**config.mk**
```make
export PLATFORM = sky130hd
export DESIGN_NAME = mccp_mul
export DESIGN_NICKNAME = d
export VERILOG_FILES = /design/src/rtl/mccp_mul.sv
export SDC_FILE = /design/constraint.sdc
export NUM_CORES = 2
export LEC_CHECK = 0
export ABC_CLOCK_PERIOD_IN_PS = 10290
export BUFFER_PORTS_ARGS = -buffer_cell sky130_fd_sc_hd__buf_2
export CELL_PAD_IN_SITES_DETAIL_PLACEMENT = 1
export CELL_PAD_IN_SITES_GLOBAL_PLACEMENT = 1
export CORE_MARGIN = 5
export CORE_UTILIZATION = 45
export DETAILED_ROUTE_END_ITERATION = 8
export GPL_TIMING_DRIVEN = 0
export MAX_ROUTING_LAYER = met4
export PLACE_DENSITY_LB_ADDON = 0.1
export SLEW_MARGIN = 30
export SYNTH_ARGS = -nofsm -noshare
export SYNTH_HDL_FRONTEND = slang
export SYNTH_SLANG_ARGS = --single-unit
```
**constraint.sdc**
```tcl
create_clock -name i_clk -period 10.29 [get_ports i_clk]
set_clock_uncertainty 0.1 [all_clocks]
set_input_delay 0.5145 -clock i_clk [delete_from_list [all_inputs] [get_ports i_clk]]
set_output_delay 0.5145 -clock i_clk [all_outputs]
set_load 0.03 [all_outputs]
```
**src/rtl/mccp_mul.sv**
```systemverilog
// Shared 33 x 33 signed multiplier with registered product.
`default_nettype none

module mccp_mul (
    input  wire logic               i_clk,
    input  wire logic signed [32:0] i_a,
    input  wire logic signed [32:0] i_b,
    output logic signed [65:0]      o_p
);

    logic signed [65:0] r_p;

    always_ff @(posedge i_clk) begin
        r_p <= i_a * i_b;
    end

    assign o_p = r_p;

endmodule

`default_nettype wire

```
-- Yosys cells after proc, flatten, opt, wreduce, memory -nomap -nowiden
Cells that the tools add are included.
W data, S select, Z words.
- input port bits: 67
- output and inout bits: 66
- flip-flop bits (word level): 66
- logic and storage cells: 2
- multiply operators: 1
- operators with widths (operator ; count):
    $mul A33 B33 Y66 ; 1

-- Depth between registers and ports, before layout
- word-level depth: 1
- depth in mapped cells: 27

-- Worst setup path before layout
No wires, ideal clock.
- path kind: input to register
- start point: input port i_a[32]
- end point: register r_p[62], in the netlist o_p[62]
- data arrival time: 7.672 ns
- slack: 2.439 ns
- path buffers: 2
- stages: 23
- cells stage by stage: clkbuf_1 -> nand2_1 -> inv_1 -> fa_1 -> fa_1 -> fa_1 -> fa_1 -> fa_1 -> fa_1 -> fa_1 -> inv_1 -> fa_1 -> inv_1 -> ha_1 -> clkbuf_1 -> and3_1 -> nand3_1 -> nand2b_1 -> a2111oi_4 -> a211oi_4 -> a21o_2 -> a21o_1 -> a211oi_2
- word-level cells in the longest chain between the ends: 1
- RTL lines (what ; RTL line ; source):
    from (decl) ; 6 ; input wire logic signed [32:0] i_a,
    $mul A33 B33 Y66 ; 14 ; r_p <= i_a * i_b;
    to (signal assigned) ; 14 ;
    to (decl) ; 11 ; logic signed [65:0] r_p;
No other way between the ends.

-- Final worst setup path
- start point: input port i_b[6]
- end point: register r_p[58], in the netlist o_p[58]
- word-level cells in the longest chain between the ends: 1
- RTL lines (what ; RTL line ; source):
    from (decl) ; 7 ; input wire logic signed [32:0] i_b,
    $mul A33 B33 Y66 ; 14 ;
No other way between the ends.

==> impl_results.md <==
- Status: completed
- FF/Latch Area: 1320 µm²
- Area grow syn2layout: 6.19%
- Worst path slowest cell: fa_2
- Critical path class: in2reg
- WP data arrival: 9.19 ns
- Unrepaired setup endpoints after global routing: no
- Element type at the critical path end: register
- CP required: 10.47 ns
- Post-synth top cells: 1,145 x fa_1, 1,131 x inv_1, 562 x and2_1
- WL final: 159,000 µm
- Post-synthesis sequential area ratio: 3.24%
- Clock sink total: 66
- TritonCTS Buffers: 9
- Die Width: 311 µm
- Routability cong.: 1.01
- Initial core utilization: 45.3%
- Synth area leaders: fa_1 56%, inv_1 10%, and2_1 8.6%, ha_1 6.7%, nand2_1 5.1%
- Die ar.: 96,600 µm²
- Ys Warns: 0
- Vias in the first global route: 33,800
- Fin crit period: 9.01 ns
- Hold-fix buffers at CTS: 0
- Worst-path clk slew: 0.08 ns
- Global-route wire length before repair: 234,000 µm
- Yosys cell types: 80
- Syn_area_per_cell: 9.39 µm²
- Max Freq: 111 MHz
- Clk buf depth: 2
- Syn nets: 5,767
- Post-synth top area cell: fa_1
- Final nets: 5,910
- Max-cap violations: 0
- Routed WL per cell: 28.0 µm
- Total track usage: 34.3%
- IO Pins: 133
- Via count: 30,700
- Core region area: 89,900 µm²
- Post-Syn Area: 40,700 µm²
- Hold Crit Class: in2reg
- Final hold vios: 0
- Count of flip-flops with a built-in enable after synthesis: 0
- Crit-path leading delay family: adder cells
- Buffer count from post-CTS setup fixing: 0
- Crit path launch type: input port
- Final core occ: 48.1%
- Antenna Nets Post-Route: 0
- # DRC: 0
- Initial antenna violation count: 23
- Crit path max fanout: 17
- DR pass1 iterations: 5
- Gr ovfl total: 0
- Slew HR: 28.2%
- Iter 0 DRT Violations: 2,302
- Filler instances: 10,500
- Vias per Instance: 5.41
- Row cnt: 110
- Largest net degree at the start of global routing: 27
- #FFs+latches synth: 66
- Max reg flops: 66
- Post-CTS resize count: 0
- Post-DP HPWL: 142,000 µm
- Fraction of layout cells with a size suffix above 1: 4.53%
- Least-Margin Pin Slew: 1.08 ns
- Final Max Tran Viols: 0
- Most common cell on crit path: fa_1
- Die H: 311 µm
- Critical path buffer and inverter count: 8
- Setup TNS Final: 0 ns
- Root Driver: clkbuf_16
- Mapped Cells: 4,338
- Post-synthesis async set-or-reset flop share: 0%
- CTS tree: done
- Final setup vio count: 0
- Synth top area share: 56.3%
- Area of the multi-input gates: 34,300 µm²
- Most frequent cell after synthesis: fa_1
- Htree depth: 3
- Most used DFF post-synth: dfxtp_1
- Crit-path max cell delay: 0.90 ns
- Count of input and output buffers: 132
- Period utilization: 87.6%
## routing by layer
metal / wire length, µm / track usage [%] / vias to the layer above
met5: 0 / - / -
li1: - / - / 12600
met4: 8910 / 14.8 / 0
met1: 62800 / 43.6 / 16600
met3: 13200 / 7.71 / 317
met2: 73900 / 53.3 / 1152
## cell usage in the layout, fill, tap and decap left out, types with 6 or more instances in the layout
cell	count
xnor2_1	43
o21a_1	6
nand3_1	25
a211o_1	6
o21ai_0	25
buf_2	143
diode_2	22
inv_1	1131
a31oi_1	8
a211oi_1	7
ha_1	217
clkbuf_1	204
o21ai_1	6
and2_1	562
nand4_1	11
fa_1	1143
a21oi_1	57
xor2_1	25
dfxtp_1	66
nand2b_1	12
clkbuf_16	9
nor3_1	7
a21o_1	36
nand2_1	551
nor2_1	68
o21bai_1	11
## layout make-up
| class | instances | area share (%) |
|---|---|---|
| antenna | 22 | 0.127 |
| buffer | 221 | 1.98 |
| clock buffer | 9 | 0.521 |
| clock inverter | 7 | 0.229 |
| inverter | 1131 | 9.81 |
| multi-input combinational | 2920 | 79.3 |
| sequential | 66 | 3.05 |
| tap | 1176 | 3.40 |
| timing repair buffer | 132 | 1.53 |
## through the flow
| stage | cells | instance area, µm² | hold slack [ns] | setup WS [ns] |
|---|---|---|---|---|
| after floorplan | 4338 | 40700 | 0.542 | 2.44 |
| after global routing | 5676 | 43200 | 0.462 | 0.932 |
| final | 5684 | 43300 | 0.451 | 1.28 |
| after global placement | 5646 | 42900 | 0.849 | 0.490 |
| after detailed placement | 5646 | 42900 | 0.851 | 0.978 |
| after CTS | 5662 | 43200 | 0.444 | 1.32 |
## cell families after synthesis
kind of cell               synth area share [%]
AOI/OAI and AO/OA                          4.07
xor gates and xnor gates                   1.46
adders and majority gates                  62.9
buffers and inverters                      12.5
DFF                                        3.24
and+or+nand+nor                            15.8
## final timing paths
kind,endpoint,depth (start not counted),startpoint
hold / removal,o_p[0],2,i_a[0]
setup / recovery,o_p[58],26,i_b[6]
Power is left out: the tool's default activity adds up to more than one toggle a clock period on the data nets, which glitch-free logic cannot reach.
