[src/rtl/mccp_pkg.sv]
// Shared constants and request types for the Monte Carlo call option pricer.
`default_nettype none

package mccp_pkg;

    localparam int PATH_COUNT_WIDTH = 24;

    localparam logic [31:0] LN2_Q32   = 32'd2977044472;
    localparam logic [31:0] LOG2E_Q30 = 32'd1549082005;
    localparam logic [31:0] ONE_Q24   = 32'd16777216;
    localparam logic [31:0] SIG_MAX   = 32'h8000_0000;
    localparam logic [31:0] SAT32     = 32'hFFFF_FFFF;
    localparam logic signed [39:0] EXP_LIM = 40'sd385875968;
    localparam logic [3:0]  LAST_TERM = 4'd12;

    typedef enum logic [2:0] {
        CFG_SPOT   = 3'd0,
        CFG_STRIKE = 3'd1,
        CFG_MAT    = 3'd2,
        CFG_RATE   = 3'd3,
        CFG_VOL    = 3'd4
    } t_cfg_idx;

    typedef struct packed {
        logic        start;
        logic [63:0] dividend;
        logic [31:0] divisor;
    } t_div_req;

    typedef struct packed {
        logic        start;
        logic [63:0] value;
    } t_sqrt_req;

endpackage

`default_nettype wire

[src/rtl/mccp_div.sv]
// Shared restoring divider, 64-bit dividend by 32-bit divisor, one bit a cycle.
`default_nettype none

module mccp_div (
    input  wire logic              i_clk,
    input  wire logic              i_rst_n,
    input  wire mccp_pkg::t_div_req i_req,
    output logic                   o_busy,
    output logic [63:0]            o_quot
);
    import mccp_pkg::*;

    logic        r_busy;
    logic [6:0]  r_cnt;
    logic [63:0] r_q;
    logic [31:0] r_rem;
    logic [31:0] r_div;

    logic [32:0] w_t;
    logic        w_ge;
    logic [32:0] w_sub;

    always_comb begin
        w_t   = {r_rem, r_q[63]};
        w_ge  = w_t >= {1'b0, r_div};
        w_sub = w_t - {1'b0, r_div};
    end

    always_ff @(posedge i_clk) begin
        if (!i_rst_n) begin
            r_busy <= 1'b0;
            r_cnt  <= '0;
        end else if (i_req.start) begin
            r_busy <= 1'b1;
            // short dividends need only the low half of the steps
            r_cnt  <= (i_req.dividend[63:32] == 32'd0) ? 7'd32 : 7'd64;
        end else if (r_busy) begin
            r_cnt <= r_cnt - 7'd1;
            if (r_cnt == 7'd1) begin
                r_busy <= 1'b0;
            end
        end
    end

    always_ff @(posedge i_clk) begin
        if (i_req.start) begin
            r_q   <= (i_req.dividend[63:32] == 32'd0) ? {i_req.dividend[31:0], 32'd0}
                                                      : i_req.dividend;
            r_rem <= '0;
            r_div <= i_req.divisor;
        end else if (r_busy) begin
            r_q   <= {r_q[62:0], w_ge};
            r_rem <= w_ge ? w_sub[31:0] : w_t[31:0];
        end
    end

    assign o_busy = r_busy;
    assign o_quot = r_q;

endmodule

`default_nettype wire

[config.mk]
export PLATFORM = sky130hd
export DESIGN_NAME = mccp_div
export DESIGN_NICKNAME = d
export VERILOG_FILES = /design/src/rtl/mccp_pkg.sv /design/src/rtl/mccp_div.sv
export SDC_FILE = /design/constraint.sdc
export NUM_CORES = 1
export LEC_CHECK = 0
export BUFFER_PORTS_ARGS = -buffer_cell sky130_fd_sc_hd__buf_2
export CORE_UTILIZATION = 40
export CTS_CLUSTER_SIZE = 28
export DETAILED_ROUTE_END_ITERATION = 16
export PLACE_DENSITY = 0.65
export SKIP_LAST_GASP = 1
export SLEW_MARGIN = 10
export SYNTH_ARGS = -nofsm -noshare
export SYNTH_HDL_FRONTEND = slang
export SYNTH_SLANG_ARGS = --single-unit
[constraint.sdc]
create_clock -name i_clk -period 5.05 [get_ports i_clk]
set_input_delay 1.515 -clock i_clk [delete_from_list [all_inputs] [get_ports i_clk]]
set_output_delay 1.515 -clock i_clk [all_outputs]
set_load 0.005 [all_outputs]
# Yosys cells after proc, flatten, opt, wreduce, memory -nomap -nowiden
# Index checks and enable logic that the tools add are counted.
# totals
register_bits,136
in_bits,99
output_inout_bits,65
# classes
addsub,2
magnitude_cmp,1
n_eq_ne,1
mux,10
n_reduce_logical,2
# op_table
op,n
$mux W64,3
$ge A33 B32 Y1,1
$logic_not A32 Y1,1
$mux W32,1
$sub A32 B32 Y32,1
$mux W7,3
$eq A7 B1 Y1 const B,1
$sub A7 B1 Y7 const B,1
$mux W1,3
$reduce_bool A2 Y1,1

# Depth between registers and ports, before layout
# logic_depth
depth_word,4
depth_mapped,13

# Worst setup path after synthesis
# No wires, ideal clock.
# synth_path
kind,in2reg
start,input port i_req[96] (netlist bit)
end,"register r_q[0], in the netlist o_quot[0], enable pin"
arrival_ns,3.075
t_required_ns,4.632
slack_ns,1.557
path_stages,3
n_path_buf,1
cell_sequence,clkbuf_1 nor2_1 inv_1
# synth_via
elab_chain_cells,1
# synth_lines
item,line,text
"start, declared",mccp_div.sv:7,"input wire mccp_pkg::t_div_req i_req,"
$reduce_bool A2 Y1 (no source line),--,
"end signal, assigned",mccp_div.sv:47,"r_q <= (i_req.dividend[63:32] == 32'd0) ? {i_req.dividend[31:0], 32'd0}"
"end signal, assigned",mccp_div.sv:52,"r_q <= {r_q[62:0], w_ge};"
"end, declared",mccp_div.sv:15,logic [63:0] r_q;
# No other way between the ends.
# A chain may end at the register's enable or synchronous reset.

# Worst setup path in the final report
# layout_path
start,input port i_req[91] (netlist bit)
end,"register r_q[49], in the netlist o_quot[49], data pin"
# layout_via
elab_chain_cells,3
# layout_lines
item,line,text
$logic_not A32 Y1,mccp_div.sv:47,
$mux W64,mccp_div.sv:47,
$mux W64,mccp_div.sv:46,if (i_req.start) begin
# No other way between the ends.

==> results.cfg <==
[run]
maxCapViolCount = 0

[floorplan]
io_pins = 164
start_util_pct = 40.8
die_x_um = 140
die_height_um = 140
die_area_um2 = 19600
rows = 50
core_um2 = 18600

[global_routing]
overflow = 0
grt_first_pass_wirelength_um = 30100
grt_pass1_vias = 5791
track_usage_pct = 19.4
grt_max_degree = 116
antenna_found_initial = 0

[yosys]
synth_seq_cells = 136
synthCells = 780
synth.distinct_cells = 62
seq_area_frac_synth_pct = 48.4
synth_area_um2 = 7610
synth_edf_count = 96
synth_top_cells_by_count = a21oi_1 (97), edfxtp_1 (96), nor2_1 (89), nand2_1 (76), inv_1 (41)
synth.area.top_cells = edfxtp_1 (38%), dfxtp_1 (11%), a21oi_1 (6.4%)
synth_largest_area_cell = edfxtp_1
yosysWarnings = 0
synth_ff_type = edfxtp_1
synth_nets = 914
synth.most_common_cell = a21oi_1
yosys.area.top_type_share_pct = 37.9
avgSynthCellArea_um2 = 9.75
async_flop_share_pct = 0

[sta]
fmax_ghz = 0.300
slew_headroom_pct = 26.0
whs_ns = 0.489
final_max_slew_viol_count = 0
finClkSkew_ns = 0.00996
rsz0062_at_grt = no
worst_pin_slew_ns = 1.11
timing.final.crit_share_pct = 65.9
hold_viol_final = 0
tns_ns = 0
period_needed_ns = 3.33
setup_violations = 0

[clock_tree]
cts-resized-gates = 0
htree_levels = 4
holdBufCountCts = 0
cts_made_buffers = 17
root_buffer = clkbuf_16
cts_buffer_depth = 2
post-cts-setup-buffers = 0
cts_tree = built
clkLatencyLatePin_ns = 0.43
cts.sinks = 136
cts.reportedPaths.clkPinSlew_ns = 0.07

[critical_path]
cp_num_buf_inv = 2
path_cells = buf_2 -> nor4_1 -> nand4_1 -> nor2_4 -> buf_4 -> a21oi_1 -> a21oi_1
end_kind = register
cpMostUsedCell = a21oi_1
slowest_stage = nor2_4
path_max_fanout = 34
critPathLaunchType = primary input
critical-path-max-stage-delay_ns = 0.64
cp.arrival_ns = 3.60
path_delay_family = simple AND/OR/NAND/NOR gates
required_ns = 5.32
worstSetupPathType = primary input to register

[final_layout]
syn_to_final_growth_pct = 21.1
drive_above_1_share_pct = 22.9
fin_nets = 1063
final-instance-count-excl-fill = 1176
diodes = 0

[placed_design]
post-dp-hpwl_um = 13700
portBuffers = 163
place_inst = 1144
globalplace.congestion = 0.850

[detailed_routing]
drtPass1Iterations = 7
vias = 6312
via_per_inst = 5.37
ant_nets = 0
wl_per_cell_um = 16.0
drt_iter0_markers = 475
drc_errors = 0
wirelength_um = 18800

[pwr]
leakage_nw = 3.84
finalPower_w = 0.00335
pwr_density_cell_nw_per_um2 = 363
ir_worst_vdd_uv = 219

[status]
outcome = finished, final reports clean

[worst_hold_path]
hold_path_class = register to register
==> worst reg2reg max path, cell delays in order (launching register included) <==
cell	delay, ns
edfxtp_1	0.41
inv_1	0.07
ha_1	0.22
fa_1	0.41
nor2b_1	0.18
o2111a_1	0.24
o2111ai_1	0.14
a21oi_1	0.26
o21ai_1	0.18
a31oi_1	0.34
mux2i_1	0.23
o21ai_1	0.09
a311oi_1	0.26
==> layout by cell type, fill, tap and decap left out, types with 3 or more instances in the layout <==
| cell type | instances |
|---|---|
| a211oi_1 | 29 |
| a21o_1 | 9 |
| a21oi_1 | 97 |
| a311oi_1 | 5 |
| a31oi_1 | 3 |
| and2_1 | 4 |
| buf_2 | 162 |
| buf_4 | 9 |
| clkbuf_16 | 17 |
| clkinv_4 | 3 |
| dfxtp_1 | 39 |
| edfxtp_1 | 96 |
| ha_1 | 34 |
| inv_1 | 40 |
| inv_6 | 5 |
| inv_8 | 4 |
| mux2i_1 | 25 |
| nand2_1 | 76 |
| nand2b_1 | 7 |
| nand3_1 | 11 |
| nand4_1 | 9 |
| nor2_1 | 88 |
| nor2b_1 | 6 |
| nor3_1 | 7 |
| nor4_1 | 11 |
| o2111ai_1 | 3 |
| o21a_1 | 4 |
| o21ai_0 | 22 |
| o21ai_1 | 6 |
| o21bai_1 | 3 |
| o2bb2ai_1 | 31 |
| o31ai_1 | 3 |
| xnor2_1 | 22 |
| xor2_1 | 9 |
==> cells by family after synthesis <==
kind of cell / synth area share, %
DFF: 48.4
and+or+nand+nor: 13.8
buffers and inverters: 4.44
adders and majority gates: 5.86
AOI/OAI and AO/OA: 20.6
muxes: 3.29
xor gates and xnor gates: 3.57
==> cell type report <==
| type | instances | area, µm² |
|---|---|---|
| sequential | 136 | 3680 |
| fill | 1738 | 9430 |
| timing repair buffer | 171 | 878 |
| clock buffer | 17 | 425 |
| inverter | 42 | 158 |
| multi-input combinational | 561 | 3590 |
| tap | 234 | 293 |
| clock inverter | 15 | 178 |
==> stage by stage <==
| stage | util (%) | setup WS, ns | area, µm² |
|---|---|---|---|
| 2_1_floorplan | - | 1.56 | 7610 |
| 4_1_cts | 49.4 | 1.72 | 9210 |
| 5_1_grt | 49.4 | 1.42 | 9210 |
| 6_report | 49.4 | 1.72 | 9210 |
| 3_5_place_dp | 46.2 | 1.28 | 8610 |
| 3_3_place_gp | 46.2 | 1.26 | 8610 |
==> final timing paths <==
kind	endpoint	slack [ns]	from	depth (start not counted)
worst max register to register	r_rem[28]	1.93	o_quot[63]	12
worst min register to register	r_rem[31]	0.49	r_rem[31]	2
worst max-delay path	o_quot[49]	1.72	i_req[91]	7
worst min-delay path	r_rem[31]	0.49	r_rem[31]	2
==> layer usage <==
| layer | share of wire, % | track usage [%] | vias up |
|---|---|---|---|
| li1 | - | - | 3162 |
| met1 | 47 | 27.1 | 2932 |
| met2 | 45 | 29.5 | 186 |
| met3 | 5.6 | 4.75 | 32 |
| met4 | 2.3 | 6.59 | 0 |
| met5 | 0 | 0 | - |
==> sequential cells by signal, summed over array words and instances, names as in the netlist <==
signal	flops
o_busy	1
r_rem	32
o_quot	64
r_cnt	7
r_div	32
==> power breakdown <==
group          switching, W  internal, W  total [W]  leakage, nW
Sequential        0.0000651      0.00131    0.00138         1.29
Clock              0.000556     0.000709    0.00127        0.297
Combinational      0.000400     0.000302   0.000702         2.26
Total               0.00102      0.00233    0.00335         3.84
Note: power is estimated with default switching activity, not from simulation.
