### src/rtl/mccp_pkg.sv
// Shared constants and request types for the Monte Carlo call option pricer.
`default_nettype none

package mccp_pkg;

    localparam int PATH_COUNT_WIDTH = 24;

    localparam logic [31:0] LN2_Q32   = 32'd2977044472;
    localparam logic [31:0] LOG2E_Q30 = 32'd1549082005;
    localparam logic [31:0] ONE_Q24   = 32'd16777216;
    localparam logic [31:0] SIG_MAX   = 32'h8000_0000;
    localparam logic [31:0] SAT32     = 32'hFFFF_FFFF;
    localparam logic signed [39:0] EXP_LIM = 40'sd385875968;
    localparam logic [3:0]  LAST_TERM = 4'd12;

    typedef enum logic [2:0] {
        CFG_SPOT   = 3'd0,
        CFG_STRIKE = 3'd1,
        CFG_MAT    = 3'd2,
        CFG_RATE   = 3'd3,
        CFG_VOL    = 3'd4
    } t_cfg_idx;

    typedef struct packed {
        logic        start;
        logic [63:0] dividend;
        logic [31:0] divisor;
    } t_div_req;

    typedef struct packed {
        logic        start;
        logic [63:0] value;
    } t_sqrt_req;

endpackage

`default_nettype wire

### src/rtl/mccp_sqrt.sv
// Digit-by-digit integer square root of a 64-bit value, one result bit a cycle.
`default_nettype none

module mccp_sqrt (
    input  wire logic               i_clk,
    input  wire logic               i_rst_n,
    input  wire mccp_pkg::t_sqrt_req i_req,
    output logic                    o_busy,
    output logic [31:0]             o_root
);
    import mccp_pkg::*;

    logic        r_busy;
    logic [63:0] r_v;
    logic [63:0] r_res;
    logic [63:0] r_bit;

    logic [63:0] w_rb;
    logic        w_ge;

    always_comb begin
        w_rb = r_res + r_bit;
        w_ge = r_v >= w_rb;
    end

    always_ff @(posedge i_clk) begin
        if (!i_rst_n) begin
            r_busy <= 1'b0;
        end else if (i_req.start) begin
            r_busy <= 1'b1;
        end else if (r_busy && r_bit[0]) begin
            r_busy <= 1'b0;
        end
    end

    always_ff @(posedge i_clk) begin
        if (i_req.start) begin
            r_v   <= i_req.value;
            r_res <= '0;
            r_bit <= 64'h4000_0000_0000_0000;
        end else if (r_busy) begin
            if (w_ge) begin
                r_v   <= r_v - w_rb;
                r_res <= (r_res >> 1) + r_bit;
            end else begin
                r_res <= r_res >> 1;
            end
            r_bit <= r_bit >> 2;
        end
    end

    assign o_busy = r_busy;
    assign o_root = r_res[31:0];

endmodule

`default_nettype wire

### config.mk
export PLATFORM = sky130hd
export DESIGN_NAME = mccp_sqrt
export DESIGN_NICKNAME = d
export VERILOG_FILES = /design/src/rtl/mccp_pkg.sv /design/src/rtl/mccp_sqrt.sv
export SDC_FILE = /design/constraint.sdc
export NUM_CORES = 1
export LEC_CHECK = 0
export BUFFER_PORTS_ARGS = -buffer_cell sky130_fd_sc_hd__buf_2
export CAP_MARGIN = 20
export CORE_UTILIZATION = 40
export CTS_BUF_LIST = sky130_fd_sc_hd__clkbuf_16
export DETAILED_ROUTE_END_ITERATION = 8
export PLACE_DENSITY = 0.56
export SKIP_LAST_GASP = 1
export SLEW_MARGIN = 10
export SYNTH_ARGS = -nofsm -noshare
export SYNTH_HDL_FRONTEND = slang
export SYNTH_SLANG_ARGS = --single-unit
### constraint.sdc
create_clock -name i_clk -period 17.5 [get_ports i_clk]
set_input_delay 5.25 -clock i_clk [delete_from_list [all_inputs] [get_ports i_clk]]
set_output_delay 5.25 -clock i_clk [all_outputs]
set_load 0.05 [all_outputs]
## Yosys cells after proc, flatten, opt, wreduce, memory -nomap -nowiden

Cells that the tools add are included.

- Register bits: 161
- Output and inout bits: 33
- Input bits: 67
- Word-level logic and storage cells: 19

- Mux-type cells: 6
- Add/sub/neg operators: 3
- Reduce and logical (&&, ||, !) cells: 5
- Magnitude comparators: 1

Operator list:

| kind | number |
|---|---|
| 64-bit two-way mux | 4 |
| 63-bit by 63-bit adder with 64-bit output | 1 |
| 64-bit by 63-bit adder with 64-bit output | 1 |
| 64-bit greater-or-equal comparator | 1 |
| 64-bit subtractor | 1 |
| 2-bit nonzero test | 3 |
| 1-bit two-way mux | 2 |
| 2-bit AND reduction | 1 |
| 1-bit logical AND | 1 |

## Depth between registers and ports, before layout

- Word-level depth: 5
- Gate-level depth with buffers: 26
- Gate-level depth less buffers: 23

## Worst setup path after synthesis

OpenSTA, ideal clock, no wires.

- Path type: register to register
- Start point: register r_res[8]
- End point: register r_v[0] (enable)
- Data arrival time: 8948 ps
- Period minus slack after synthesis: 9522 ps
- Stages on the path, launching flop included: 24
- Path slack: 7978 ps
- Setup time: 574 ps
- Required time: 16926 ps
- Cells stage by stage: dfxtp_1 -> ha_1 -> and4_1 -> nand3_1 -> o21a_1 -> o211a_1 -> a31o_2 -> nor4_1 -> o21a_1 -> nand3_1 -> nand3_1 -> xnor2_1 -> ha_1 -> clkbuf_1 -> nand4_1 -> or2_2 -> o211ai_1 -> nand2_1 -> a2111oi_4 -> nor3_2 -> buf_6 -> buf_6 -> buf_2 -> o21ai_0

- Longest elaborated chain between the ends: 4

Ends and longest elaborated chain:

| what | line | RTL |
|---|---|---|
| from (decl) | mccp_sqrt.sv:15 | `logic [63:0] r_res;` |
| from (signal assigned) | mccp_sqrt.sv:44 | `r_res <= (r_res >> 1) + r_bit;` |
| from (signal assigned) | mccp_sqrt.sv:46 | `r_res <= r_res >> 1;` |
| 64-bit by 63-bit adder with 64-bit output | mccp_sqrt.sv:22 | `w_rb = r_res + r_bit;` |
| 64-bit greater-or-equal comparator | mccp_sqrt.sv:23 | `w_ge = r_v >= w_rb;` |
| 2-bit nonzero test (no source line) | -- |  |
| 2-bit AND reduction (no source line) | -- |  |
| to (signal assigned) | mccp_sqrt.sv:38 | `r_v <= i_req.value;` |
| to (signal assigned) | mccp_sqrt.sv:43 | `r_v <= r_v - w_rb;` |
| to (decl) | mccp_sqrt.sv:14 | `logic [63:0] r_v;` |

Every way passes these cells.
A chain may end at the register's enable or synchronous reset.

## Worst setup path in the final report

- Start point: register r_res[2]
- End point: register r_v[56] (enable)

The elaborated chain is that of the path after synthesis.

==> metrics.md <==
| Metric | Value |
|---|---|
| Status | `completed` |
| Die width | `198 µm` |
| Finished Layout Cells | `2,452` |
| Total power | `0.00199 W` |
| Xor/xnor cell area share of the yosys netlist | `0.0825` |
| Required time of the critical path | `17,580 ps` |
| Worst Skew | `13.2 ps` |
| Count leader, synth | `nand2_1` |
| Post-CTS setup buffers | `0` |
| Cts repair resizes | `0` |
| Total number of vias | `14,500` |
| Antenna violations before repair | `0` |
| Synth Area per Inst | `7.90 µm²` |
| GRT Overall Usage | `0.239` |
| Rel. slew slack | `0.322` |
| Hold crit path type | `reg2reg` |
| Unrepaired setup endpoints after global routing | `false` |
| Final setup viols | `0` |
| Ranking of synthesized cells by area | `dfxtp_1 13%, edfxtp_1 12%, ha_1 11%` |
| Port bufs | `99` |
| First-pass GRT wire length | `73.9 mm` |
| Crit. End Element | `flip-flop` |
| CTS Buffer Depth | `2` |
| CP endpoint | `r_v[56]` |
| Top sig layer | `met4` |
| Clock sink count | `161` |
| Initial Util | `0.408` |
| H-tree Lvls | `4` |
| Critical Path AT | `7400 ps` |
| Num CTS Buffers | `17` |
| Vias per cell | `5.92` |
| Multi-input gate area | `0.0107 mm²` |
| Reg area | `0.00387 mm²` |
| Setup slack after layout | `10,180 ps` |
| Seq cells post-synth | `161` |
| Area leader, netlist | `dfxtp_1` |
| Post-synth net total | `2,147` |
| Slew of the pin with the lowest slew margin | `1020 ps` |
| WL met2 | `19.0 mm` |
| Largest net degree at the start of global routing | `113` |
| Post-synthesis compound-gate area fraction | `0.272` |
| Primary FF master, synth | `dfxtp_1` |
| Post-Syn Instances | `1,949` |
| Clk_lat worst skew | `460 ps` |
| Fillers | `3,829` |
| HPWL Detailed | `35.5 mm` |
| Fmax | `137 MHz` |
| Static leakage | `6.25 nW` |
| Worst-path fanout max | `64` |
| Max cap viols | `0` |
| Placed Cells | `2,420` |
| Synthesis Warnings | `0` |
| # nets final | `2,127` |
| Number of detailed-route iterations in the first pass | `6` |
| Worst reg2reg setup slack | `10,180 ps` |
| 1st-iter DRT viols | `1,159` |
| Post-Synth Adder-Cell Area | `0.107` |
| WL met3 | `2.31 mm` |
| Post-Route Setup TNS | `0 ps` |
| Crit Path Category | `reg2reg` |
| # hold bufs at CTS | `0` |
| R2R cell count | `22` |
| Post-synthesis mux area share | `0.0315` |
| PwrDens | `121 mW/mm²` |
| Core Area | `0.0378 mm²` |
| Share of cells above drive strength 1 | `0.0948` |
| Worst slack at placement | `9730 ps` |
| FF-to-FF End | `r_v[56]` |
| Die area | `0.0393 mm²` |
| CP startpoint | `r_res[2]` |
| GP Congestion | `0.931` |
| Share of the synthesized area in the top cell type | `0.126` |
| CTS tree | `built` |
| Share of flip-flops with an asynchronous set or reset | `0` |
| Antenna-violating nets left | `0` |
| Ant diodes | `0` |
| # IOs | `100` |
| Die Height | `198 µm` |
| Most common library cells after synthesis | `206 x nand2_1, 193 x nor2_1, 144 x o21ai_0` |
| Number of hold violations in the final report | `0` |
| Sequential share of the synthesized area | `0.251` |
| Max VDD drop | `0.0796 mV` |
| Layout overhead on the synthesized area | `6.72%` |
| CP Launch Type | `flip-flop` |
| Clk root buf | `clkbuf_16` |
| Post-synthesis simple-gate area fraction | `0.199` |
| Rows | `71` |
| Total global routing overflow | `0` |
| Final wirelength | `46.4 mm` |
| Wire length on met1 | `24.3 mm` |
| # DRC | `0` |
| Final period util | `0.418` |
| Min Tclk post-route | `7320 ps` |
| Post-synth EDFFs | `64` |
| Distinct cells, synth | `84` |
| Max-slew violations | `0` |
| WL/cell | `18.9 µm` |
| Main combinational cell family by area after synthesis | `compound AO/OA/AOI/OAI gates` |
| Worst-path clk slew | `70 ps` |
| Worst r2r src | `r_res[2]` |
| Vias in the first global route | `13,400` |
| Post-synthesis cell area | `0.0154 mm²` |
-- state kept, by name (all words and copies together) (netlist names) --
register  count
o_busy        1
r_bit        32
r_res        64
r_v          64
-- where the power goes --
part	total, W	internal [W]	leakage (nW)	switching [W]
logic	0.00107	0.000401	4.54	0.000669
clock network	0.000363	0.000189	0.275	0.000175
registers	0.000551	0.000488	1.43	0.0000634
total	0.00199	0.00108	6.25	0.000907
-- critical path: stages, from the launching register on --
cell	delay (ps)
dfxtp_1	460
ha_1	320
a31oi_1	360
a211oi_2	190
a211oi_1	370
or3_1	200
a21oi_1	110
o21ai_0	430
o21bai_1	170
a41o_1	290
a31oi_1	200
xor2_1	280
ha_1	410
a21o_1	210
a21o_1	170
a21oi_1	360
o21ai_0	190
o311a_1	400
nor3_4	110
buf_4	490
buf_4	620
o21ai_4	70
buf_4	410
-- cells by family after synthesis --
family,Yosys count
multiplexers,48
flip-flops,161
AND/OR/NAND/NOR,651
XOR/XNOR,145
adder cells (fa/ha/maj),131
buffers and inverters,184
AO/OA/AOI/OAI,629
-- stage by stage --
step | hold slack, ps | util | cell area (µm²)
CTS | 533 | 0.435 | 16400
floorplan | 478 | - | 15400
finish | 539 | 0.435 | 16400
global placement | 508 | 0.421 | 15900
global route | 578 | 0.435 | 16400
detailed placement | 523 | 0.421 | 15900
-- cell usage in the layout (no fill, tap or decap), types with 7 or more instances in the layout --
master	instances
nor2b_1	14
o21ai_1	10
nand2_1	206
o21ai_0	143
o21a_1	27
a31o_2	16
a41oi_1	8
buf_2	98
a311oi_1	9
a31oi_1	61
nor2_1	192
and3_1	20
a221oi_1	7
inv_1	39
edfxtp_1	64
xnor2_1	77
nand4_1	47
or3_1	17
clkbuf_16	18
mux2i_1	44
nor4_1	12
and4_1	12
o211ai_1	16
buf_4	7
or4_1	14
dfxtp_1	96
ha_1	130
xor2_1	68
a21oi_1	114
nor3b_1	8
o22ai_1	7
a211oi_1	45
o21bai_1	31
nor3_1	33
a32oi_1	7
nand3_1	42
a21o_1	52
and2_1	15
o31ai_1	14
-- layout make-up --
type	count	area share
timing repair buffer	107	0.0346
sequential	161	0.235
multi-input combinational	1604	0.650
tap	511	0.0389
clock inverter	13	0.00533
clock buffer	18	0.0274
inverter	38	0.00868
-- per-layer routing --
metal  vias to the layer above  track usage
met2                       434        0.342
met5                         -            0
li1                       7214            -
met3                        49       0.0341
met4                         0       0.0660
met1                      6812        0.366
-- worst min-delay path by stage --
stage,to,startpoint,depth (start not counted),slack (ps)
4_1_cts,r_res[48],r_res[48],2,530
5_1_grt,r_res[0],r_res[0],2,580
2_1_floorplan,r_res[48],r_res[48],2,480
3_5_place_dp,r_res[48],r_res[48],2,520
6_report,r_res[48],r_res[48],2,540
3_3_place_gp,r_res[48],r_res[48],2,510
(Power assumes the default switching activity.)
